**config.mk**
```make
export PLATFORM = sky130hd
export DESIGN_NAME = packet_deframe_crc_check_core
export DESIGN_NICKNAME = d
export VERILOG_FILES = /design/src/hw/rtl/pdc_pkg.sv /design/src/hw/rtl/pdc_parser.sv /design/src/hw/rtl/pdc_res_fifo.sv /design/src/hw/rtl/packet_deframe_crc_check_core.sv
export SDC_FILE = /design/constraint.sdc
export NUM_CORES = 1
export LEC_CHECK = 0
export ABC_AREA = 1
export BUFFER_PORTS_ARGS = -buffer_cell sky130_fd_sc_hd__buf_2
export CAP_MARGIN = 20
export CORE_MARGIN = 4
export CORE_UTILIZATION = 45
export DETAILED_ROUTE_END_ITERATION = 12
export SYNTH_ARGS = -nofsm -noshare
export SYNTH_HDL_FRONTEND = slang
export SYNTH_SLANG_ARGS = --single-unit
```
**constraint.sdc**
```tcl
create_clock -name clk -period 11.7 [get_ports clk]
set_input_delay 2.34 -clock clk [delete_from_list [all_inputs] [get_ports clk]]
set_output_delay 2.34 -clock clk [all_outputs]
set_load 0.05 [all_outputs]
```
**src/hw/rtl/pdc_pkg.sv**
```systemverilog
package pdc_pkg;

	// Packet framing
	localparam int HDR_WORD_BYTES = 8;
	localparam int HDR_BYTES      = 12;
	localparam int CRC_BYTES      = 4;
	localparam int MAX_PAYLOAD    = 512;
	localparam int TRUNC_BIT      = 5;

	localparam logic [1:0] TYPE_DATA = 2'd1;
	localparam logic [1:0] TYPE_NONE = 2'd0;

	// Byte position counter, saturating
	localparam int COUNT_W = 11;
	localparam logic [COUNT_W-1:0] COUNT_MAX = {COUNT_W{1'b1}};

	// Position compares are done on a width that holds count + 16-bit length
	localparam int POS_W = 17;

	// CRC-32, reflected
	localparam logic [31:0] CRC_POLY = 32'hEDB8_8320;
	localparam logic [31:0] CRC_INIT = 32'hFFFF_FFFF;

	// Result queue
	localparam int FIFO_DEPTH = 4;
	localparam int FIFO_AW    = $clog2(FIFO_DEPTH);
	localparam int FIFO_CW    = $clog2(FIFO_DEPTH + 1);
	localparam logic [FIFO_CW-1:0] FIFO_ROOM_LIMIT = FIFO_CW'(FIFO_DEPTH - 2);

	// Result kinds
	localparam logic KIND_PAYLOAD = 1'b0;
	localparam logic KIND_STATUS  = 1'b1;

	typedef enum logic [2:0] {
		ST_OK           = 3'd0,
		ST_SHORT        = 3'd1,
		ST_BAD_TYPE     = 3'd2,
		ST_BAD_TRUNC    = 3'd3,
		ST_BAD_LENGTH   = 3'd4,
		ST_BAD_CRC      = 3'd5,
		ST_INCONSISTENT = 3'd6
	} pdc_status_t;

	typedef struct packed {
		logic        kind;
		logic [7:0]  payload_byte;
		pdc_status_t status;
		logic [1:0]  packet_type;
		logic        trunc_flag;
		logic [4:0]  window_size;
		logic [7:0]  seq_number;
		logic [15:0] payload_length;
		logic [31:0] time_stamp;
	} pdc_result_t;

	// Up to two results leave the parser per byte; b is only valid with a
	typedef struct packed {
		logic        valid_a;
		logic        valid_b;
		pdc_result_t res_a;
		pdc_result_t res_b;
	} pdc_push_t;

	function automatic logic [31:0] crc32_byte(input logic [31:0] crc, input logic [7:0] data);
		logic [31:0] c;
		c = crc ^ {24'd0, data};
		for (int k = 0; k < 8; k++) begin
			c = c[0] ? ((c >> 1) ^ CRC_POLY) : (c >> 1);
		end
		return c;
	endfunction

endpackage

```
**src/hw/rtl/pdc_parser.sv**
```systemverilog
module pdc_parser
	import pdc_pkg::*;
(
	input  logic       clk,
	input  logic       arst_n,
	input  logic       in_valid,
	output logic       in_ready,
	input  logic [7:0] in_byte,
	input  logic       in_last,
	input  logic       room,
	output pdc_push_t  push
);

	logic               valid_s1;
	logic [7:0]         byte_s1;
	logic               last_s1;
	logic               advance;

	logic [COUNT_W-1:0] byte_count_q;
	logic [63:0]        header_q;
	logic [31:0]        hcrc_recv_q;
	logic [31:0]        hcrc_run_q;
	logic [31:0]        pcrc_q;
	logic [31:0]        trailer_q;

	logic [COUNT_W-1:0] count_n;
	logic [63:0]        header_n;
	logic [31:0]        hcrc_recv_n;
	logic [31:0]        hcrc_run_n;
	logic [31:0]        pcrc_n;
	logic [31:0]        trailer_n;
	logic [15:0]        len_q;
	logic               is_payload;
	logic [7:0]         hcrc_in;
	pdc_status_t        status;
	pdc_result_t        pay_res;
	pdc_result_t        st_res;

	assign advance  = valid_s1 && room;
	assign in_ready = !valid_s1 || room;

	always_ff @(posedge clk or negedge arst_n) begin
		if (!arst_n) begin
			valid_s1 <= 1'b0;
		end else if (in_valid && in_ready) begin
			valid_s1 <= 1'b1;
		end else if (advance) begin
			valid_s1 <= 1'b0;
		end
	end

	always_ff @(posedge clk) begin
		if (in_valid && in_ready) begin
			byte_s1 <= in_byte;
			last_s1 <= in_last;
		end
	end

	// Length as seen before the current byte lands in the header
	assign len_q = {header_q[23:16], header_q[31:24]};

	always_comb begin
		header_n    = header_q;
		hcrc_recv_n = hcrc_recv_q;
		hcrc_run_n  = hcrc_run_q;
		pcrc_n      = pcrc_q;
		trailer_n   = trailer_q;
		is_payload  = 1'b0;
		hcrc_in     = byte_s1;
		if (byte_count_q == '0) begin
			hcrc_in[TRUNC_BIT] = 1'b0;
		end
		if (byte_count_q < COUNT_W'(HDR_WORD_BYTES)) begin
			for (int i = 0; i < HDR_WORD_BYTES; i++) begin
				if (byte_count_q[2:0] == 3'(i)) begin
					header_n[8*i +: 8] = byte_s1;
				end
			end
			hcrc_run_n = crc32_byte(hcrc_run_q, hcrc_in);
		end else if (byte_count_q < COUNT_W'(HDR_BYTES)) begin
			hcrc_recv_n = {hcrc_recv_q[23:0], byte_s1};
		end else if (POS_W'(byte_count_q) < POS_W'(HDR_BYTES) + POS_W'(len_q)) begin
			is_payload = 1'b1;
			pcrc_n     = crc32_byte(pcrc_q, byte_s1);
		end else begin
			trailer_n = {trailer_q[23:0], byte_s1};
		end
		count_n = (byte_count_q == COUNT_MAX) ? byte_count_q : byte_count_q + 1'b1;
	end

	// End-of-packet status, first failing check wins
	always_comb begin
		if (count_n < COUNT_W'(HDR_BYTES)) begin
			status = ST_SHORT;
		end else if (header_n[7:6] == TYPE_NONE) begin
			status = ST_BAD_TYPE;
		end else if (header_n[TRUNC_BIT] && (header_n[7:6] != TYPE_DATA
				|| count_n != COUNT_W'(HDR_BYTES))) begin
			status = ST_BAD_TRUNC;
		end else if (len_q > 16'(MAX_PAYLOAD)) begin
			status = ST_BAD_LENGTH;
		end else if (~hcrc_run_n != hcrc_recv_n) begin
			status = ST_BAD_CRC;
		end else if (count_n == COUNT_W'(HDR_BYTES)) begin
			status = ST_OK;
		end else if (POS_W'(count_n) != POS_W'(HDR_BYTES + CRC_BYTES) + POS_W'(len_q)) begin
			status = ST_INCONSISTENT;
		end else if (len_q == '0) begin
			status = ST_INCONSISTENT;
		end else if (~pcrc_q != trailer_n) begin
			status = ST_BAD_CRC;
		end else begin
			status = ST_OK;
		end
	end

	always_comb begin
		pay_res              = '0;
		pay_res.kind         = KIND_PAYLOAD;
		pay_res.payload_byte = byte_s1;
		pay_res.status       = ST_OK;

		st_res                = '0;
		st_res.kind           = KIND_STATUS;
		st_res.status         = status;
		st_res.packet_type    = header_n[7:6];
		st_res.trunc_flag     = header_n[TRUNC_BIT];
		st_res.window_size    = header_n[4:0];
		st_res.seq_number     = header_n[15:8];
		st_res.payload_length = len_q;
		st_res.time_stamp     = header_n[63:32];

		push.valid_a = advance && (is_payload || last_s1);
		push.valid_b = advance && is_payload && last_s1;
		push.res_a   = is_payload ? pay_res : st_res;
		push.res_b   = st_res;
	end

	// Packet state: advance on each byte, return to reset after the last one
	always_ff @(posedge clk or negedge arst_n) begin
		if (!arst_n) begin
			byte_count_q <= '0;
			header_q     <= '0;
			hcrc_recv_q  <= '0;
			hcrc_run_q   <= CRC_INIT;
			pcrc_q       <= CRC_INIT;
			trailer_q    <= '0;
		end else if (advance) begin
			if (last_s1) begin
				byte_count_q <= '0;
				header_q     <= '0;
				hcrc_recv_q  <= '0;
				hcrc_run_q   <= CRC_INIT;
				pcrc_q       <= CRC_INIT;
				trailer_q    <= '0;
			end else begin
				byte_count_q <= count_n;
				header_q     <= header_n;
				hcrc_recv_q  <= hcrc_recv_n;
				hcrc_run_q   <= hcrc_run_n;
				pcrc_q       <= pcrc_n;
				trailer_q    <= trailer_n;
			end
		end
	end

endmodule

```
**src/hw/rtl/pdc_res_fifo.sv**
```systemverilog
module pdc_res_fifo
	import pdc_pkg::*;
(
	input  logic        clk,
	input  logic        arst_n,
	input  pdc_push_t   push,
	output logic        room,
	output logic        out_valid,
	input  logic        out_ready,
	output pdc_result_t out_res
);

	pdc_result_t        mem_q [FIFO_DEPTH];
	logic [FIFO_AW-1:0] wr_ptr_q;
	logic [FIFO_AW-1:0] rd_ptr_q;
	logic [FIFO_CW-1:0] count_q;
	logic               pop;
	logic [FIFO_CW-1:0] n_push;
	logic [FIFO_AW-1:0] wr_ptr_b;

	// Keep space for a two-result push without looking at the pop
	assign room      = count_q <= FIFO_ROOM_LIMIT;
	assign out_valid = count_q != '0;
	assign out_res   = mem_q[rd_ptr_q];
	assign pop       = out_valid && out_ready;
	assign n_push    = FIFO_CW'(push.valid_a) + FIFO_CW'(push.valid_b);
	assign wr_ptr_b  = wr_ptr_q + 1'b1;

	always_ff @(posedge clk) begin
		if (push.valid_a) begin
			mem_q[wr_ptr_q] <= push.res_a;
		end
		if (push.valid_b) begin
			mem_q[wr_ptr_b] <= push.res_b;
		end
	end

	always_ff @(posedge clk or negedge arst_n) begin
		if (!arst_n) begin
			wr_ptr_q <= '0;
			rd_ptr_q <= '0;
			count_q  <= '0;
		end else begin
			wr_ptr_q <= wr_ptr_q + FIFO_AW'(n_push);
			if (pop) begin
				rd_ptr_q <= rd_ptr_q + 1'b1;
			end
			count_q <= count_q + n_push - FIFO_CW'(pop);
		end
	end

endmodule

```
**src/hw/rtl/packet_deframe_crc_check_core.sv**
```systemverilog
// Packet deframer with CRC-32 checks. Wire bytes enter one beat at a time on the
// s_ side, tlast on the final byte of a packet. The first 12 bytes are the header
// (type/trunc/window, seqnum, big-endian length, timestamp with the first byte
// least significant, big-endian header CRC-32 over bytes 0..7 with the trunc bit
// cleared); the next "length" bytes are payload and leave on the m_ side as
// payload beats (tuser 0) as soon as they are seen, and the rest form the
// big-endian payload CRC-32. After the last byte one status beat (tuser 1)
// carries the verdict and the header fields, and the block is ready for the next
// packet with no gap. Throughput is one byte per clock while the queue has
// room: each byte is held in the input register, the parser updates the header
// and payload CRCs with a single byte-wide CRC-32 step, and the results drop
// into a four-beat queue, so a result passes the input register and the queue
// before it is offered on m_. A last byte that is also payload makes two beats;
// the queue then drains at one beat per cycle while m_tready is high, and
// s_tready drops while more than two beats wait and a byte is held. m_tready
// low holds results in the queue and, once it fills, stalls the input.
module packet_deframe_crc_check_core
	import pdc_pkg::*;
(
	input  logic        clk,
	input  logic        arst_n,
	input  logic        s_tvalid,
	output logic        s_tready,
	input  logic [7:0]  s_tdata,   // [7:0] in_byte
	input  logic        s_tlast,   // is_last
	output logic        m_tvalid,
	input  logic        m_tready,
	output logic [79:0] m_tdata,   // [7:0] payload_byte, [10:8] status, [12:11] packet_type,
	                               // [13] trunc_flag, [18:14] window_size, [26:19] seq_number,
	                               // [42:27] payload_length, [74:43] time_stamp, [79:75] zero
	output logic        m_tuser    // kind: 0 payload beat, 1 status beat
);

	pdc_push_t   push;
	logic        room;
	pdc_result_t res;

	// Input register, header/payload parsing and end-of-packet checks
	pdc_parser u_parser (
		.clk      (clk),
		.arst_n   (arst_n),
		.in_valid (s_tvalid),
		.in_ready (s_tready),
		.in_byte  (s_tdata),
		.in_last  (s_tlast),
		.room     (room),
		.push     (push)
	);

	// Result queue decouples the output handshake from the parser
	pdc_res_fifo u_res_fifo (
		.clk       (clk),
		.arst_n    (arst_n),
		.push      (push),
		.room      (room),
		.out_valid (m_tvalid),
		.out_ready (m_tready),
		.out_res   (res)
	);

	assign m_tuser = res.kind;
	assign m_tdata = {5'd0, res.time_stamp, res.payload_length, res.seq_number,
		res.window_size, res.trunc_flag, res.packet_type, res.status, res.payload_byte};

endmodule

```
==> impl_metrics.env, run 1 <==
export IMPL_dpl_cell_area_um2=28300
export IMPL_worst_slack_ps=5340
export IMPL_comb_power_share_pct=50.1
export IMPL_yosys_area_top_type="edfxtp_1"
export IMPL_clk_path_buf_depth=3
export IMPL_dpl_hpwl_um=48200
export IMPL_async_reset_ff_share_pct=40.3
export IMPL_p_per_area_nw_per_um2=295
export IMPL_fin_crit_ps=6360
export IMPL_routedWlPerCell_um=19.1
export IMPL_endpoint_kind="flip-flop"
export IMPL_hold_viol=0
export IMPL_hp_class="flip-flop to flip-flop"
export IMPL_worstSkewPairLatency_ps=640
export IMPL_port_buffers=90
export IMPL_row_count=89
export IMPL_core_region_area_um2=59500
export IMPL_dieWidth_um=254
export IMPL_die_h_um=254
export IMPL_die_area_um2=64600
export IMPL_syn_avg_cell_area_um2=8.28
export IMPL_totalWireLength_um=78900
export IMPL_drt_pre_antenna_iters=6
export IMPL_cts_setup_buffers=0
export IMPL_final_cells=4126
export IMPL_yosys_warnings=0
export IMPL_grt_remaining_overflow=0
export IMPL_cts_resized=0
export IMPL_cts_sinks=524
export IMPL_fin_crit_sh_pct=54.4
export IMPL_htreeDepth=2
export IMPL_ys_types=47
export IMPL_synthTopCellsByArea="edfxtp_1, dfrtp_1, nand2_1"
export IMPL_dp_cells=4016
export IMPL_dr_total_vias=22900
export IMPL_power_mw=8.92
export IMPL_cts_tree="built"
export IMPL_fmax_ghz=0.157
export IMPL_clk_pin_slew_worst_paths_ps=60
export IMPL_nets=3342
export IMPL_netlist_area_um2=27300
export IMPL_start_kind="flip-flop"
export IMPL_crit_type="flip-flop to flip-flop"
export IMPL_synth_main_ff_cell="edfxtp_1"
export IMPL_clockPowerShare_pct=21.2
export IMPL_synth_top_area_share_pct=30.5
export IMPL_gp_congestion=0.910
export IMPL_final_setup_viol_count=0
export IMPL_io_pins=96
export IMPL_antenna_found_initial=0
export IMPL_ys_ff_latch=524
export IMPL_slew_violations=0
export IMPL_n_antenna_cell=0
export IMPL_p_switching_mw=4.31
export IMPL_synth_commonest_cells="nand2_1, nor2_1, o21ai_0, inv_1, edfxtp_1"
export IMPL_drtIter0Drc=1944
export IMPL_internal_power_mw=4.61
export IMPL_path_max_fanout=68
export IMPL_crit_required_ps=12060
export IMPL_via_per_inst=5.55
export IMPL_dp_slack_ps=5330
export IMPL_grt_first_pass_wirelength_um=124000
export IMPL_drive_gt1_share_pct=9.93
export IMPL_grt_pass1_vias=22200
export IMPL_p_leak_nw=12.9
export IMPL_track_usage_pct=24.1
export IMPL_maxCapViolCount=0
export IMPL_area_delta_synth_final_pct=11.0
export IMPL_cts_buffers=57
export IMPL_grt_start_max_net_pins=97
export IMPL_seq_power_share_pct=28.7
export IMPL_synth_edf_count=277
export IMPL_tns_ps=0
export IMPL_ir_drop_mv=0.329
export IMPL_hold_buffers=0
export IMPL_drcViolationCount=0
export IMPL_ant_nets=0
export IMPL_stdcell_area_um2=30300
export IMPL_status="finished, final reports clean"
export IMPL_max_slew_margin_pct=23.8
export IMPL_skew_ps=32.7
export IMPL_worstMarginPinSlew_ps=1140
export IMPL_crit_arrival_ps=6720
export IMPL_initial_core_util_pct=45.9
export IMPL_clock_root_buffer="clkbuf_16"
export IMPL_synth_most_common_cell="nand2_1"
export IMPL_swShare_pct=48.4
export IMPL_ys_seq_area_share_pct=52.8
export IMPL_synth_cells=3293
export IMPL_rsz0062_at_grt="no"
[cells in the final DEF, fill, tap and decap left out, types with 3 or more instances in the layout]
| master | synthesis | final |
|---|---|---|
| nand2_1 | 735 | 732 |
| nor2_1 | 531 | 529 |
| o21ai_0 | 333 | 332 |
| inv_1 | 305 | 304 |
| edfxtp_1 | 277 | 277 |
| o22ai_1 | 192 | 192 |
| nand3_1 | 155 | 155 |
| dfrtp_1 | 147 | 145 |
| buf_2 | 39 | 89 |
| xor2_1 | 88 | 88 |
| dfstp_2 | 64 | 64 |
| clkbuf_16 | 0 | 58 |
| nand4_1 | 51 | 51 |
| a21oi_1 | 52 | 51 |
| dfxtp_1 | 36 | 36 |
| buf_4 | 10 | 33 |
| xnor2_1 | 27 | 27 |
| ha_1 | 24 | 24 |
| clkinv_2 | 0 | 15 |
| clkinv_1 | 6 | 13 |
| clkbuf_1 | 118 | 11 |
| or2_2 | 10 | 10 |
| inv_2 | 9 | 8 |
| nand2_2 | 8 | 8 |
| nor2_2 | 8 | 8 |
| nand3b_1 | 8 | 8 |
| bufinv_16 | 0 | 8 |
| o21ai_1 | 7 | 7 |
| a22oi_1 | 7 | 7 |
| nor2_4 | 3 | 5 |
| nor3_1 | 5 | 5 |
| a31oi_1 | 5 | 5 |
| conb_1 | 1 | 5 |
| clkbuf_8 | 0 | 5 |
| a32oi_1 | 4 | 4 |
| nor4_1 | 3 | 3 |
| nand2_4 | 0 | 3 |
| o21ai_4 | 0 | 3 |
[critical path: stages, from the launching register on]
cell	delay, ps
dfrtp_1	440
inv_1	140
ha_1	270
inv_1	110
nand2_1	80
nor2_1	280
xor2_1	120
ha_1	310
nand2_1	70
o21a_1	180
nand2_1	70
nand2_1	50
nand2_1	50
buf_4	400
nand2_1	120
nand2_2	350
nor2_2	110
nor2_4	340
inv_2	400
nand2_1	450
nand2_4	630
o21ai_4	210
buf_4	700
nor2_1	90
[registers in the layout, indices dropped and copies added, names as in the netlist, 2 cells and up]
register               flops
u_parser.byte_count_q     11
u_parser.byte_s1           8
u_parser.hcrc_recv_q      32
u_parser.hcrc_run_q       32
u_parser.header_q         64
u_parser.pcrc_q           32
u_parser.trailer_q        32
u_res_fifo.count_q         3
u_res_fifo.mem_q         304
u_res_fifo.rd_ptr_q        2
u_res_fifo.wr_ptr_q        2
[worst paths after layout]
| kind | cells after the start | endpoint | start | slack [ps] |
|---|---|---|---|---|
| worst max-delay path | 23 | u_res_fifo.mem_q[1][28] | u_parser.header_q[26] | 5340 |
| worst min-delay path | 2 | u_res_fifo.mem_q[0][75] | u_res_fifo.mem_q[0][75] | 460 |
| worst max register to register | 23 | u_res_fifo.mem_q[1][28] | u_parser.header_q[26] | 5340 |
| worst min register to register | 2 | u_res_fifo.mem_q[0][75] | u_res_fifo.mem_q[0][75] | 460 |
| max in group asynchronous | 2 | u_res_fifo.rd_ptr_q[0] | arst_n | 8470 |
| min in group asynchronous | 1 | u_parser.trailer_q[27] | arst_n | 1760 |
[final cells by class]
| type | count | area [µm²] |
|---|---|---|
| flip-flops and latches | 524 | 14400 |
| clock buffers | 74 | 1560 |
| well taps | 773 | 967 |
| inverters | 320 | 1210 |
| repair buffers | 125 | 741 |
| clock inverters | 34 | 418 |
| multi-input cells | 2276 | 11000 |
| fillers | 5677 | 29200 |
[routing by layer]
layer	wire length (µm)	track usage (%)
met1	35400	33.8
met2	37600	40.7
met3	4420	3.10
met4	1480	5.33
met5	0	0
[logic make-up (layout without fill, tap and decap cells)]
group	after synthesis	after routing	synth area share [%]
flip-flops	524	524	52.8
AND/OR/NAND/NOR	1520	1520	22.7
AO/OA/AOI/OAI	611	611	12.4
adder cells (fa/ha/maj)	25	25	1.17
other	1	5	0.0137
XOR/XNOR	115	115	3.69
buffers and inverters	497	553	7.29
[power groups by stage]
stage / clock network [mW] / logic, mW / registers, mW
after floorplan: 0 / 3.31 / 2.51
after global placement: 0 / 4.39 / 2.58
after detailed placement: 0 / 4.44 / 2.59
after CTS: 1.94 / 4.46 / 2.56
after global routing: 2.01 / 4.90 / 2.59
final: 1.89 / 4.46 / 2.56
[per-stage QoR]
| stage | hold WS, ps | utilization [%] |
|---|---|---|
| after floorplan | 422 | - |
| final | 458 | 50.9 |
| after detailed placement | 447 | 47.5 |
| after global placement | 446 | 47.5 |
| after CTS | 456 | 50.9 |
| after global routing | 468 | 50.9 |
Power figures use the tool's default switching activity.
==> inputs of run 2 (changes only) <==
==> constraint.sdc (replaced) <==
create_clock -name clk -period 5.9 [get_ports clk]
set_input_delay 1.18 -clock clk [delete_from_list [all_inputs] [get_ports clk]]
set_output_delay 1.18 -clock clk [all_outputs]
set_load 0.05 [all_outputs]
==> run 2 against run 1 <==
Net effect:
- non-clock buffer count rose by 2
- worst setup slack got worse by 4500 ps
- critical path depth fell by 3
- utilization barely moved
- clock-buffer cell count rose by 10
- largest power group unchanged
- flip-flop and latch count did not move
- worst hold slack improved by 2.7 ps
- final cell count barely moved
- maximum frequency rose by 26%
- via count rose by 0.16%
- global-route usage rose by 0.49 points
- first-iteration DRC count rose by 1.8%
==> impl_metrics.env, run 2 (synthesis results as in run 1) <==
export IMPL_status="finished, final reports clean"
export IMPL_cp_top_family="simple AND/OR/NAND/NOR gates"
export IMPL_htreeDepth=2
export IMPL_largest_register="u_res_fifo.mem_q"
export IMPL_crit_type="flip-flop to flip-flop"
export IMPL_row_count=89
export IMPL_cts_sinks=524
export IMPL_hold_buffers=0
export IMPL_maxCapViolCount=0
export IMPL_cts_setup_buffers=0
export IMPL_clk_path_buf_depth=3
export IMPL_fin_crit_ps=5060
export IMPL_drcViolationCount=0
export IMPL_crit_arrival_ps=5360
export IMPL_dieWidth_um=254
export IMPL_skew_ps=18.4
export IMPL_path_max_fanout=38
export IMPL_hold_viol=0
export IMPL_drive_gt1_share_pct=9.72
export IMPL_grt_use_met3_pct=3.06
export IMPL_n_antenna_cell=0
export IMPL_drtIter0Drc=1979
export IMPL_max_slew_margin_pct=28.5
export IMPL_gp_congestion=0.937
export IMPL_busiest_layer="met2"
export IMPL_met1_usage_pct=34.6
export IMPL_met2_usage_pct=41.0
export IMPL_p_leak_nw=12.9
export IMPL_crit_top_cell="nand2_1"
export IMPL_final_setup_viol_count=0
export IMPL_initial_core_util_pct=45.9
export IMPL_dpl_cell_area_um2=28400
export IMPL_cts_resized=0
export IMPL_fin_crit_sh_pct=85.7
export IMPL_p_per_area_nw_per_um2=585
export IMPL_cts_buffers=57
export IMPL_crit_chain="inv_1, ha_1, inv_1, nand2_1, nor2_1, xor2_1, ha_1, a21oi_1, o21a_1, nand2_1, nand2_1, nand2_1, nand2_1, nand2_2, nor2_2, nor2_4, nor2_2, clkinv_1, nand2_4, buf_12"
export IMPL_grt_pass1_vias=22100
export IMPL_stdcell_area_um2=30300
export IMPL_track_usage_pct=24.6
export IMPL_top_regs="u_res_fifo.mem_q x304, u_parser.header_q x64"
export IMPL_io_pins=96
export IMPL_die_h_um=254
export IMPL_cts_tree="built"
export IMPL_rsz0062_at_grt="no"
export IMPL_dpl_hpwl_um=49700
export IMPL_largest_reg_flops=304
export IMPL_grt_first_pass_wirelength_um=126000
export IMPL_ant_nets=0
export IMPL_cp_slowest_cell="nand2_4"
export IMPL_worstSkewPairLatency_ps=630
export IMPL_dr_total_vias=23000
export IMPL_final_cell_mix="nand2_1, nor2_1, o21ai_0"
export IMPL_start_kind="flip-flop"
export IMPL_slew_violations=0
export IMPL_core_region_area_um2=59500
export IMPL_ir_drop_mv=0.553
export IMPL_tns_ps=0
export IMPL_crit_required_ps=6200
export IMPL_antenna_found_initial=1
export IMPL_via_per_inst=5.56
export IMPL_crit_buf_inv=4
export IMPL_hp_class="flip-flop to flip-flop"
export IMPL_area_delta_synth_final_pct=11.0
export IMPL_endpoint_kind="flip-flop"
export IMPL_port_buffers=90
export IMPL_grt_remaining_overflow=0
export IMPL_drt_pre_antenna_iters=6
export IMPL_die_area_um2=64600
export IMPL_nets=3344
export IMPL_totalWireLength_um=80700
export IMPL_routedWlPerCell_um=19.6
export IMPL_worstMarginPinSlew_ps=1060
export IMPL_grt_start_max_net_pins=119
export IMPL_final_common_cell="nand2_1"
export IMPL_fmax_ghz=0.198
export IMPL_clk_pin_slew_worst_paths_ps=60
export IMPL_cp_slowest_stage_delay_ps=640
export IMPL_clock_root_buffer="clkbuf_16"
==> run 2: final cells by class <==
cell class	instances	area [µm²]
Timing Repair Buffer	127	813
Sequential cell	524	14400
Tap cell	773	967
Clock buffer	84	1600
Clock inverter	23	313
Multi-Input combinational cell	2276	11000
Inverter	320	1210
Fill cell	5654	29200
==> run 2: layer usage <==
metal | share of wire [%] | vias to the layer above
met2 | 47 | 758
met1 | 44 | 11100
met4 | 2.2 | 0
li1 | - | 11000
met3 | 6.3 | 126
met5 | 0 | -
==> run 2: worst paths after layout <==
kind	depth (start not counted)	end	slack [ps]	start
max	20	u_res_fifo.mem_q[3][20]	840	u_parser.header_q[26]
min	2	u_res_fifo.mem_q[2][75]	460	u_res_fifo.mem_q[2][75]
max reg2reg	20	u_res_fifo.mem_q[3][20]	840	u_parser.header_q[26]
min reg2reg	2	u_res_fifo.mem_q[2][75]	460	u_res_fifo.mem_q[2][75]
max in group asynchronous	2	u_parser.header_q[37]	3910	arst_n
min in group asynchronous	1	u_parser.trailer_q[21]	620	arst_n
==> run 2: per-stage QoR <==
| step | cells | util [%] | hold WS [ps] | total power [mW] | setup WS (ps) |
|---|---|---|---|---|---|
| after floorplan | 3297 | - | 422 | 11.5 | 32.5 |
| final | 4127 | 50.9 | 461 | 17.7 | 842 |
| after CTS | 4127 | 50.9 | 456 | 17.8 | 837 |
| after global placement | 4020 | 47.7 | 438 | 14.0 | 976 |
| after global routing | 4127 | 50.9 | 480 | 18.9 | 366 |
| after detailed placement | 4020 | 47.7 | 445 | 14.1 | 871 |
==> run 2: power by group <==
part | internal (mW) | switching [mW] | total [mW]
combinational | 2.27 | 6.64 | 8.92
sequential | 4.65 | 0.477 | 5.13
clock | 2.18 | 1.50 | 3.68
==> run 2: worst min-delay path, stage by stage, from the launching register on <==
cell and delay (ps):
dfxtp_1 310, nand2_1 60, nand2_1 40
==> inputs of run 3 (changes only) <==
--- a/config.mk
+++ b/config.mk
@@ -5,7 +5,6 @@
 export SDC_FILE = /design/constraint.sdc
 export NUM_CORES = 1
 export LEC_CHECK = 0
-export ABC_AREA = 1
 export BUFFER_PORTS_ARGS = -buffer_cell sky130_fd_sc_hd__buf_2
 export CAP_MARGIN = 20
 export CORE_MARGIN = 4
==> run 3 against run 2 <==
Net effect:
- flip-flop and latch count unchanged
- clock skew is 21 ps higher
- final area grew 5.0%
- highest routed layer is now met5
==> impl_metrics.env, run 3 <==
export IMPL_status="finished, final reports clean"
export IMPL_final_cell_mix="nor2_1, edfxtp_1, nand2_1"
export IMPL_final_setup_viol_count=0
export IMPL_dieWidth_um=259
export IMPL_async_reset_ff_share_pct=40.3
export IMPL_final_common_cell="nor2_1"
export IMPL_worst_r2r_startpoint="u_parser.header_q[26]"
export IMPL_num_fill_cells=5524
export IMPL_initial_core_util_pct=45.7
export IMPL_max_slew_margin_pct=25.0
export IMPL_internal_power_mw=11.0
export IMPL_ys_types=94
export IMPL_skew_ps=39.2
export IMPL_core_region_area_um2=62100
export IMPL_io_pins=96
export IMPL_synth_top_area_share_pct=29.3
export IMPL_path_max_fanout=12
export IMPL_synth_cells=2604
export IMPL_n_antenna_cell=0
export IMPL_crit_cells=18
export IMPL_clock_root_buffer="clkbuf_16"
export IMPL_drtIter0Drc=1952
export IMPL_crit_chain="inv_1, ha_1, nor2_1, nand2_1, xor2_1, ha_1, o21a_1, nor2_1, a221oi_1, nand3b_1, nor3_2, buf_4, a211oi_1, a2111oi_1, nand4_1, nor4_1, buf_4, o32ai_1"
export IMPL_grt_pass1_vias=20800
export IMPL_fin_crit_sh_pct=92.1
export IMPL_dr_total_vias=20700
export IMPL_fin_crit_ps=5440
export IMPL_grt_start_max_net_pins=89
export IMPL_track_usage_pct=24.6
export IMPL_rr_endpoint="u_res_fifo.mem_q[2][66]"
export IMPL_dp_slack_ps=602
export IMPL_die_area_um2=67100
export IMPL_ir_drop_mv=0.396
export IMPL_cp_slowest_stage_delay_ps=680
export IMPL_grt_remaining_overflow=0
export IMPL_grt_first_pass_wirelength_um=128000
export IMPL_ant_nets=0
export IMPL_crit_required_ps=6250
export IMPL_syn_avg_cell_area_um2=10.9
export IMPL_clockPowerShare_pct=18.5
export IMPL_area_delta_synth_final_pct=12.2
export IMPL_p_leak_nw=11.9
export IMPL_dpl_hpwl_um=53900
export IMPL_die_h_um=259
export IMPL_r2r_cells=18
export IMPL_gp_congestion=0.918
export IMPL_maxCapViolCount=0
export IMPL_ys_seq_area_share_pct=50.8
export IMPL_cts_setup_buffers=0
export IMPL_p_switching_mw=9.05
export IMPL_swShare_pct=45.2
export IMPL_nets=2671
export IMPL_setup_worst_path_end="u_res_fifo.mem_q[2][66]"
export IMPL_fmax_ghz=0.184
export IMPL_antenna_found_initial=3
export IMPL_endpoint_kind="flip-flop"
export IMPL_cp_top_family="simple AND/OR/NAND/NOR gates"
export IMPL_row_count=91
export IMPL_rsz0062_at_grt="no"
export IMPL_cts_buffers=57
export IMPL_worst_slack_ps=464
export IMPL_reg2reg_slack_ps=460
export IMPL_drt_pre_antenna_iters=5
export IMPL_seq_power_share_pct=28.2
export IMPL_worstMarginPinSlew_ps=1120
export IMPL_drcViolationCount=0
export IMPL_synth_most_common_cell="nor2_1"
export IMPL_synthTopCellsByArea="edfxtp_1, dfrtp_1, mux4_2"
export IMPL_cts_resized=0
export IMPL_largest_register="u_res_fifo.mem_q"
export IMPL_cp_slowest_cell="nor4_1"
export IMPL_cts_tree="built"
export IMPL_start_kind="flip-flop"
export IMPL_ys_ff_latch=524
export IMPL_crit_type="flip-flop to flip-flop"
export IMPL_synth_edf_count=277
export IMPL_top_regs="u_res_fifo.mem_q x304, u_parser.header_q x64"
export IMPL_port_buffers=90
export IMPL_crit_start="u_parser.header_q[26]"
export IMPL_yosys_warnings=0
export IMPL_yosys_area_top_type="edfxtp_1"
export IMPL_largest_reg_flops=304
export IMPL_totalWireLength_um=82800
export IMPL_htreeDepth=2
export IMPL_clk_pin_slew_worst_paths_ps=60
export IMPL_routedWlPerCell_um=23.5
export IMPL_crit_arrival_ps=5790
export IMPL_final_core_util_pct=51.2
export IMPL_comb_power_share_pct=53.3
export IMPL_crit_buf_inv=3
export IMPL_cts_sinks=524
export IMPL_via_per_inst=5.89
export IMPL_slew_violations=0
export IMPL_synth_commonest_cells="nor2_1, edfxtp_1, nand2_1, o21ai_0, clkbuf_1"
export IMPL_clk_path_buf_depth=3
export IMPL_hold_buffers=0
export IMPL_synth_main_ff_cell="edfxtp_1"
export IMPL_hp_class="flip-flop to flip-flop"
export IMPL_worstSkewPairLatency_ps=650
export IMPL_tns_ps=0
export IMPL_drive_gt1_share_pct=16.9
export IMPL_netlist_area_um2=28300
export IMPL_hold_viol=0
export IMPL_p_per_area_nw_per_um2=630
[run 3: power groups by stage]
stage	combinational, mW	sequential (mW)	clock, mW
2_1_floorplan	8.23	5.14	0
3_3_place_gp	10.6	5.66	0
3_5_place_dp	10.6	5.71	0
4_1_cts	10.7	5.64	3.80
5_1_grt	11.4	5.75	3.95
6_report	10.7	5.64	3.71
[run 3: kinds of logic after synthesis]
family / after synthesis / synth area share [%]
DFF: 524 / 50.8
other: 1 / 0.0132
adders and majority gates: 25 / 1.13
and+or+nand+nor: 891 / 14.7
AOI/OAI and AO/OA: 524 / 12.3
xor gates and xnor gates: 230 / 8.32
buffers and inverters: 237 / 3.35
muxes: 172 / 9.45
[run 3: cell type report]
class	instances	area, µm²	area share, %
timing repair buffer	168	1120	3.53
clock buffer	83	1670	5.24
sequential	524	14400	45.3
inverter	35	131	0.413
clock inverter	25	292	0.917
multi-input combinational	1847	13100	41.3
tap	837	1050	3.29
[run 3: layer usage]
metal	routed length [µm]	GRT usage, %	vias up	share of wire (%)
li1	-	-	9516	-
met1	35900	33.8	10400	43
met2	38900	40.2	697	47
met3	4970	3.73	164	6.0
met4	2980	8.46	2	3.6
met5	15	0	-	0.018
[run 3: worst register-to-register path: cells and delay by family (launching register included)]
family / cells / cell delay [ps]
XOR/XNOR: 1 / 170
buffers and inverters: 3 / 750
flip-flops: 1 / 510
AND/OR/NAND/NOR: 7 / 1980
adder cells (fa/ha/maj): 2 / 650
AO/OA/AOI/OAI: 5 / 1100
[run 3: how the worst min path moves through the flow]
| stage | start | end | slack (ps) | cells past startpoint |
|---|---|---|---|---|
| finish | u_res_fifo.mem_q[0][75] | u_res_fifo.mem_q[0][75] | 450 | 2 |
| global route | u_res_fifo.mem_q[0][75] | u_res_fifo.mem_q[0][75] | 460 | 2 |
| CTS | u_res_fifo.mem_q[0][75] | u_res_fifo.mem_q[0][75] | 450 | 2 |
| detailed placement | u_res_fifo.mem_q[0][75] | u_res_fifo.mem_q[0][75] | 440 | 2 |
| global placement | u_res_fifo.mem_q[0][75] | u_res_fifo.mem_q[0][75] | 430 | 2 |
| floorplan | u_res_fifo.mem_q[2][75] | u_res_fifo.mem_q[2][75] | 420 | 2 |
[run 3: per-stage QoR]
stage / cell area [µm²] / hold slack [ps] / instances / power (mW)
floorplan: 28400 / 418 / 2608 / 13.4
finish: 31800 / 446 / 3519 / 20.0
detailed placement: 29800 / 439 / 3411 / 16.3
CTS: 31800 / 451 / 3519 / 20.1
global route: 31800 / 456 / 3519 / 21.1
global placement: 29800 / 429 / 3411 / 16.3
